--- config.mk ---
export PLATFORM = sky130hd
export DESIGN_NAME = five_clique_detector
export DESIGN_NICKNAME = d
export VERILOG_FILES = /design/src/sv/fcd_pkg.sv /design/src/sv/fcd_adj_mem.sv /design/src/sv/five_clique_detector.sv
export VERILOG_INCLUDE_DIRS = /design/src /design/src/sv
export SDC_FILE = /design/constraint.sdc
export NUM_CORES = 2
export LEC_CHECK = 0
export BUFFER_PORTS_ARGS = -buffer_cell sky130_fd_sc_hd__buf_2
export CELL_PAD_IN_SITES_DETAIL_PLACEMENT = 0
export CELL_PAD_IN_SITES_GLOBAL_PLACEMENT = 1
export CORE_ASPECT_RATIO = 1.75
export CORE_MARGIN = 1.5
export CORE_UTILIZATION = 31
export CTS_BUF_LIST = sky130_fd_sc_hd__clkbuf_16
export DETAILED_ROUTE_END_ITERATION = 7
export GPL_TIMING_DRIVEN = 1
export PLACE_DENSITY = 0.57
export SYNTH_ARGS = -nofsm -noshare
export SYNTH_HDL_FRONTEND = slang
export SYNTH_HIERARCHICAL = 1
export SYNTH_MEMORY_MAX_BITS = 65536
export SYNTH_SLANG_ARGS = --single-unit
--- constraint.sdc ---
create_clock -name clk -period 9.8 [get_ports clk]
set_input_delay 1.47 -clock clk [delete_from_list [all_inputs] [get_ports clk]]
set_output_delay 1.47 -clock clk [all_outputs]
set_load 0.05 [all_outputs]
--- src/sv/assert_macros.svh ---
// Assertion macros shared by the RTL. They expand to nothing in synthesis.
`ifndef ASSERT_MACROS_SVH
`define ASSERT_MACROS_SVH

`ifndef SYNTHESIS

`define ASSERT_IMPLY(lbl, clk, rst_n, ante, cons, msg) \
	lbl: assert property (@(posedge clk) disable iff (!rst_n) (ante) |-> (cons)) \
		else $error(msg);

`define ASSERT_NEXT(lbl, clk, rst_n, ante, cons, msg) \
	lbl: assert property (@(posedge clk) disable iff (!rst_n) (ante) |=> (cons)) \
		else $error(msg);

`else

`define ASSERT_IMPLY(lbl, clk, rst_n, ante, cons, msg)

`define ASSERT_NEXT(lbl, clk, rst_n, ante, cons, msg)

`endif

`endif

--- src/sv/fcd_pkg.sv ---
package fcd_pkg;

	localparam int VCOUNT_W = 7;
	localparam logic [VCOUNT_W-1:0] VCOUNT_RESET = 7'd49;
	localparam int PADDR_W = 3;
	localparam int PDATA_W = 32;
	localparam logic REG_VERTEX_COUNT = 1'b0;

	localparam logic ACT_EDGE = 1'b0;
	localparam logic ACT_SEARCH = 1'b1;

	typedef enum logic [2:0] {
		ST_IDLE,
		ST_WR_A,
		ST_RD_B,
		ST_WR_B,
		ST_PICK,
		ST_EXPAND,
		ST_DONE
	} fcd_state_t;

endpackage

--- src/sv/fcd_adj_mem.sv ---
module fcd_adj_mem #(
	parameter int DEPTH = 64,
	parameter int AW = 6
) (
	input  logic             clk,
	input  logic             arst_n,
	input  logic             we,
	input  logic [AW-1:0]    waddr,
	input  logic [DEPTH-1:0] wdata,
	input  logic [AW-1:0]    raddr,
	output logic [DEPTH-1:0] rdata
);

	logic [DEPTH-1:0] mem [DEPTH];
	logic [DEPTH-1:0] row_valid_q;
	logic [DEPTH-1:0] rd_data_q;
	logic             rd_valid_q;

	always_ff @(posedge clk) begin
		if (we) begin
			mem[waddr] <= wdata;
		end
		rd_data_q <= mem[raddr];
	end

	// A row that was never written reads as zero.
	always_ff @(posedge clk or negedge arst_n) begin
		if (!arst_n) begin
			row_valid_q <= '0;
			rd_valid_q <= 1'b0;
		end else begin
			if (we) begin
				row_valid_q[waddr] <= 1'b1;
			end
			rd_valid_q <= row_valid_q[raddr];
		end
	end

	assign rdata = rd_valid_q ? rd_data_q : '0;

endmodule

--- src/sv/five_clique_detector.sv ---
// Five-clique detector.
// The input channel (in_valid, in_ready, action, vertex_a, vertex_b) takes one
// item per transfer. An edge item sets both symmetric bits of the adjacency
// matrix and gives no result; it occupies the block while each of its two row
// updates is done as a read and then a write of the adjacency memory.
// A search item gives one transfer on the output channel (out_valid, out_ready,
// clique_found). The search backtracks over candidate masks kept in a small
// stack, one mask per depth. Each vertex tried below the last depth takes a
// pick step (pick the lowest candidate and read its row) and an expand step
// (intersect); each exhausted depth takes one pick step, as does the vertex
// that completes a clique, and a done step then gives the result.
// in_ready is high only while no item is in progress. The result register is
// separate, so the next item is taken while a result still waits.
// If the receiver stalls, a finished search waits with its answer until the
// result register is free. Reset clears the valid flag of every adjacency row
// at once, so the matrix reads as empty right away; vertex_count returns to 49.
// vertex_count is written over the APB port at byte address 0.
`include "assert_macros.svh"

module five_clique_detector #(
	parameter int MAX_VERTICES = 64,
	parameter int CLIQUE_SIZE = 5
) (
	input  logic                          clk,
	input  logic                          arst_n,
	input  logic                          psel,
	input  logic                          penable,
	input  logic                          pwrite,
	input  logic [fcd_pkg::PADDR_W-1:0]   paddr,
	input  logic [fcd_pkg::PDATA_W-1:0]   pwdata,
	output logic [fcd_pkg::PDATA_W-1:0]   prdata,
	output logic                          pready,
	input  logic                          in_valid,
	output logic                          in_ready,
	input  logic                          action,
	input  logic [5:0]                    vertex_a,
	input  logic [5:0]                    vertex_b,
	output logic                          out_valid,
	input  logic                          out_ready,
	output logic                          clique_found
);

	localparam int AW = (MAX_VERTICES > 1) ? $clog2(MAX_VERTICES) : 1;
	localparam int DW = $clog2(CLIQUE_SIZE);
	localparam logic [DW-1:0] LAST_DEPTH = DW'(CLIQUE_SIZE - 1);
	localparam logic [6:0] MAXV = 7'(MAX_VERTICES);

	fcd_pkg::fcd_state_t state_q, state_d;

	logic [fcd_pkg::VCOUNT_W-1:0] vcount_q;
	logic [AW-1:0]                va_q, vb_q;
	logic [DW-1:0]                depth_q;
	logic [MAX_VERTICES-1:0]      stack_q [CLIQUE_SIZE];
	logic [MAX_VERTICES-1:0]      lowbit_q;
	logic                         found_q;
	logic                         out_valid_q;
	logic                         clique_found_q;

	logic                         in_xfer, edge_ok, out_free;
	logic                         mem_we;
	logic [AW-1:0]                mem_waddr, mem_raddr;
	logic [MAX_VERTICES-1:0]      mem_wdata, mem_rdata;
	logic [MAX_VERTICES-1:0]      cand, cand_iso, used_mask;
	logic [AW-1:0]                cand_idx;

	assign pready = 1'b1;
	assign prdata = (paddr[2] == fcd_pkg::REG_VERTEX_COUNT) ?
		fcd_pkg::PDATA_W'(vcount_q) : '0;

	always_ff @(posedge clk or negedge arst_n) begin
		if (!arst_n) begin
			vcount_q <= fcd_pkg::VCOUNT_RESET;
		end else if (psel && penable && pwrite && paddr[2] == fcd_pkg::REG_VERTEX_COUNT) begin
			vcount_q <= pwdata[fcd_pkg::VCOUNT_W-1:0];
		end
	end

	assign in_xfer = in_valid && in_ready;
	assign edge_ok = ({1'b0, vertex_a} < MAXV) && ({1'b0, vertex_b} < MAXV);
	assign out_free = !out_valid_q || out_ready;

	assign cand = stack_q[depth_q];
	assign cand_iso = cand & (~cand + MAX_VERTICES'(1));

	always_comb begin
		cand_idx = '0;
		for (int i = 0; i < MAX_VERTICES; i++) begin
			if (cand_iso[i]) begin
				cand_idx = cand_idx | AW'(i);
			end
		end
	end

	always_comb begin
		for (int i = 0; i < MAX_VERTICES; i++) begin
			used_mask[i] = 7'(i) < vcount_q;
		end
	end

	fcd_adj_mem #(
		.DEPTH(MAX_VERTICES),
		.AW(AW)
	) u_adj_mem (
		.clk(clk),
		.arst_n(arst_n),
		.we(mem_we),
		.waddr(mem_waddr),
		.wdata(mem_wdata),
		.raddr(mem_raddr),
		.rdata(mem_rdata)
	);

	always_ff @(posedge clk or negedge arst_n) begin
		if (!arst_n) begin
			state_q <= fcd_pkg::ST_IDLE;
		end else begin
			state_q <= state_d;
		end
	end

	always_comb begin
		state_d = state_q;
		in_ready = 1'b0;
		mem_we = 1'b0;
		mem_waddr = va_q;
		mem_wdata = mem_rdata | (MAX_VERTICES'(1) << vb_q);
		mem_raddr = vertex_a[AW-1:0];
		unique case (state_q)
			fcd_pkg::ST_IDLE: begin
				in_ready = 1'b1;
				if (in_xfer) begin
					if (action == fcd_pkg::ACT_SEARCH) begin
						state_d = fcd_pkg::ST_PICK;
					end else if (edge_ok) begin
						state_d = fcd_pkg::ST_WR_A;
					end
				end
			end
			fcd_pkg::ST_WR_A: begin
				mem_we = 1'b1;
				state_d = fcd_pkg::ST_RD_B;
			end
			fcd_pkg::ST_RD_B: begin
				mem_raddr = vb_q;
				state_d = fcd_pkg::ST_WR_B;
			end
			fcd_pkg::ST_WR_B: begin
				mem_we = 1'b1;
				mem_waddr = vb_q;
				mem_wdata = mem_rdata | (MAX_VERTICES'(1) << va_q);
				state_d = fcd_pkg::ST_IDLE;
			end
			fcd_pkg::ST_PICK: begin
				mem_raddr = cand_idx;
				if (cand == '0) begin
					if (depth_q == '0) begin
						state_d = fcd_pkg::ST_DONE;
					end
				end else if (depth_q == LAST_DEPTH) begin
					state_d = fcd_pkg::ST_DONE;
				end else begin
					state_d = fcd_pkg::ST_EXPAND;
				end
			end
			fcd_pkg::ST_EXPAND: begin
				state_d = fcd_pkg::ST_PICK;
			end
			fcd_pkg::ST_DONE: begin
				if (out_free) begin
					state_d = fcd_pkg::ST_IDLE;
				end
			end
			default: begin
				state_d = fcd_pkg::ST_IDLE;
			end
		endcase
	end

	always_ff @(posedge clk) begin
		case (state_q)
			fcd_pkg::ST_IDLE: begin
				va_q <= vertex_a[AW-1:0];
				vb_q <= vertex_b[AW-1:0];
				stack_q[0] <= used_mask;
			end
			fcd_pkg::ST_PICK: begin
				if (cand != '0) begin
					stack_q[depth_q] <= cand & (cand - MAX_VERTICES'(1));
					lowbit_q <= cand_iso;
				end
			end
			fcd_pkg::ST_EXPAND: begin
				stack_q[depth_q + DW'(1)] <= cand & mem_rdata & ~lowbit_q;
			end
			default: begin
			end
		endcase
	end

	always_ff @(posedge clk or negedge arst_n) begin
		if (!arst_n) begin
			depth_q <= '0;
			found_q <= 1'b0;
			out_valid_q <= 1'b0;
			clique_found_q <= 1'b0;
		end else begin
			if (out_valid_q && out_ready && state_q != fcd_pkg::ST_DONE) begin
				out_valid_q <= 1'b0;
			end
			case (state_q)
				fcd_pkg::ST_IDLE: begin
					depth_q <= '0;
				end
				fcd_pkg::ST_PICK: begin
					if (cand == '0) begin
						if (depth_q == '0) begin
							found_q <= 1'b0;
						end else begin
							depth_q <= depth_q - DW'(1);
						end
					end else if (depth_q == LAST_DEPTH) begin
						found_q <= 1'b1;
					end
				end
				fcd_pkg::ST_EXPAND: begin
					depth_q <= depth_q + DW'(1);
				end
				fcd_pkg::ST_DONE: begin
					if (out_free) begin
						out_valid_q <= 1'b1;
						clique_found_q <= found_q;
					end
				end
				default: begin
				end
			endcase
		end
	end

	assign out_valid = out_valid_q;
	assign clique_found = clique_found_q;

	`ASSERT_NEXT(a_search_starts, clk, arst_n, in_xfer && action == fcd_pkg::ACT_SEARCH, state_q == fcd_pkg::ST_PICK, "accepted search did not start")
	`ASSERT_IMPLY(a_result_from_done, clk, arst_n, $rose(out_valid_q), $past(state_q) == fcd_pkg::ST_DONE, "result appeared outside the done step")
	`ASSERT_IMPLY(a_expand_after_pick, clk, arst_n, state_q == fcd_pkg::ST_EXPAND, $past(state_q) == fcd_pkg::ST_PICK && depth_q != LAST_DEPTH, "expand step out of order")
	`ASSERT_IMPLY(a_write_in_edge, clk, arst_n, mem_we, state_q == fcd_pkg::ST_WR_A || state_q == fcd_pkg::ST_WR_B, "adjacency write outside an edge load")

endmodule

==> results.cfg <==
[finish]
mostFrequentLayoutCells = edfxtp_1 (4,492), mux4_2 (1,050), buf_4 (432)
syn_to_final_growth_pct = 14.3
fin_nets = 9164
instances_no_fill = 17086
multiInputGateArea_um2 = 40000
regArea_um2 = 138000
design_area_um2 = 206000
drive_above_1_share_pct = 26.1
final_common_cell = edfxtp_1
fillCellCount = 53572

[timing]
hold_viol = 0
holdWs_ps = 455
setup_tns_ps = 0
worst_pin_slew_ps = 1320
rsz0062_at_grt = false
drv_slew = 0
setup_violations = 0
maxSlewHeadroom_pct = 11.6
min_period_over_period_pct = 84.6
skew_ps = 54.6
fmax_mhz = 121
period_needed_ps = 8290

[global_route]
grt_antenna_before_repair = 32
grtUsageTotal_pct = 19.8
grt.overflow.total = 0
grt_pass1_vias = 97207
grt_pass1_wl_um = 803000
grt_max_degree = 90

[floorplanning]
die_area_um2 = 586000
io_pins = 91
die-width_um = 579
row_count = 370
die_y_um = 1010
core_area_um2 = 580000
start_util_pct = 31.1

[synthesis]
yosysWarnings = 6
netlist_area_um2 = 180000
ys_ff_latch = 4637
synth_compound_area_share_pct = 3.99
synth_flop_cell = edfxtp_1
syn-instance-count = 8666
synth_largest_area_cell = edfxtp_1
async_flop_share_pct = 1.75
yosysTopAreaCellShare_pct = 74.8
synth_edf_count = 4492
postSynthAreaPerCell_um2 = 20.8
netlist_top_cells_area = edfxtp_1 (75%), mux4_2 (13%), o22ai_1 (1.3%)
synth.mux.area_fraction_pct = 14.3
synth_cell_type_count = 92
ys_seq_area_share_pct = 76.7
synth-simple-area-share_pct = 3.27
yosys.area_share.adder_pct = 0.0208
synth-xor-area-share_pct = 0.0146
synth_top_family_by_area = multiplexers

[pwr]
ir_worst_vdd_mv = 0.347
p_leak_nw = 64.0
p_per_area_nw_per_um2 = 343
total_power_mw = 70.7

[placement]
dp_cells = 16335
place_hpwl_um = 357000
place_area_um2 = 193000
numPortBuffers = 37
gp_congestion = 0.931

[clock_network]
clock_latency_ps = 1000
ctsHoldBuffers = 0
cts_resized = 0
root_buffer = clkbuf_16
htreeDepth = 5
numCtsBuffers = 391
clock_sinks = 4637
post_cts_buffers = 0
cts_tree = done
path_clk_slew_ps = 70
cts_buffer_depth = 4

[critical_path]
critical_path.cell_chain = mux4_2, mux2i_1, nor4b_1, and4_1, nand3_1, nand4bb_1, buf_4, nor4b_1, nor4_1, nand4_1, o32a_2, nor2b_1, buf_4, nand2_4, buf_12, o22ai_1, nor4_1, buf_4, o22a_1
worstSetupEndpointType = register
cp_top_family = simple AND/OR/NAND/NOR gates
path_depth = 19
cp_common_cell = buf_4
crit_slowest_cell = dfrtp_4
reg2reg_depth = 19
ff2ff_setup_slack_ps = 1510
worstReg2RegStart = depth_q[0]$_DFFE_PN0P_
cp.required_ps = 10680
critPathKind = register to register
r2r_end = u_adj_mem/rd_data_q[14]$_DFF_P_
critical_path.max_stage_delay_ps = 1040
arrival_ps = 9170
crit_buf_inv = 4
startpoint_type = register
worstPathMaxFanout = 62

[drt]
drt-total-wl_um = 589000
vias_per_cell = 5.44
drt_iter0_markers = 9488
drc = 0
wire_per_inst_um = 34.5
ant_nets = 0
first_pass_iters = 6
vias = 92998

[hold_path]
min-delay-path-class = input port to async pin

[run_status]
outcome = completed

[flow_run]
cap_violations = 0
-- per-layer routing --
layer  global-route usage (%)  share of wire, %  up-vias
li1                         -                 -    37232
met2                     36.8                54     3530
met3                     2.79               5.5     1145
met5                        0             0.027        -
met1                     21.2                34    51067
met4                     11.7               6.7       24
-- how the worst max path moves through the flow --
stage | to | slack (ps) | start
final | u_adj_mem/rd_data_q[14]$_DFF_P_ | 1510 | depth_q[0]$_DFFE_PN0P_
after floorplan | stack_q[2][0]$_DFFE_PP_ | 2180 | depth_q[0]$_DFFE_PN0P_
after global placement | u_adj_mem/rd_data_q[33]$_DFF_P_ | 1610 | depth_q[0]$_DFFE_PN0P_
after detailed placement | u_adj_mem/rd_data_q[33]$_DFF_P_ | 1610 | depth_q[0]$_DFFE_PN0P_
after CTS | u_adj_mem/rd_data_q[33]$_DFF_P_ | 1550 | depth_q[0]$_DFFE_PN0P_
after global routing | u_adj_mem/rd_data_q[35]$_DFF_P_ | 1180 | depth_q[0]$_DFFE_PN0P_
-- Yosys cell counts, types with 60 or more instances --
| cell type | instances |
|---|---|
| a21oi_1 | 175 |
| and2_1 | 74 |
| buf_2 | 112 |
| buf_4 | 93 |
| buf_6 | 60 |
| clkbuf_1 | 224 |
| dfrtp_1 | 78 |
| dfxtp_1 | 64 |
| edfxtp_1 | 4492 |
| inv_1 | 65 |
| mux2i_1 | 169 |
| mux4_2 | 1050 |
| nand2_1 | 170 |
| nor2_1 | 239 |
| nor3_1 | 118 |
| nor4_1 | 93 |
| o21ai_0 | 125 |
| o221ai_1 | 65 |
| o22ai_1 | 366 |
| or2_2 | 68 |
-- final cells by class --
cell class	count	area share (%)
Antenna cell	19	0.0231
Clock buffer	396	4.81
Clock inverter	332	1.47
Inverter	66	0.121
Multi-Input combinational cell	3461	19.4
Sequential cell	4637	67.1
Tap cell	7626	4.63
Timing Repair Buffer	549	2.45
-- power breakdown --
group	leakage [nW]	switching, mW	internal (mW)
Clock	6.51	7.38	8.65
Combinational	14.8	17.2	11.1
Sequential	42.7	0.428	25.9
Total	64.0	25.0	45.6
-- cell families after synthesis --
kind of cell / count (synthesis)
XOR/XNOR: 3
AO/OA/AOI/OAI: 1078
flip-flops: 4637
buffers and inverters: 592
adder cells (fa/ha/maj): 3
AND/OR/NAND/NOR: 1101
multiplexers: 1250
other: 2
-- stage by stage --
| step | utilization, % | worst slack (ps) |
|---|---|---|
| finish | 35.5 | 1510 |
| detailed placement | 33.3 | 1610 |
| CTS | 35.5 | 1550 |
| floorplan | - | 2180 |
| global route | 35.5 | 1180 |
| global placement | 33.3 | 1610 |
-- registers in the layout, summed over array words and instances (netlist names) --
signal                 count
u_adj_mem/rd_valid_q       1
found_q                    1
depth_q                    3
vcount_q                   7
state_q                    3
lowbit_q                  64
u_adj_mem/rd_data_q       64
stack_q                  320
clique_found               1
va_q                       6
u_adj_mem/row_valid_q     64
vb_q                       6
out_valid                  1
u_adj_mem/mem           4096
-- worst register-to-register path, delay by kind of cell, from the launching register on --
family | cells | cell delay, ps
compound gates | 3 | 1410
buf+inv | 4 | 920
flops | 1 | 1040
mux | 2 | 1000
simple gates | 10 | 3840
Power figures use the tool's default switching activity.
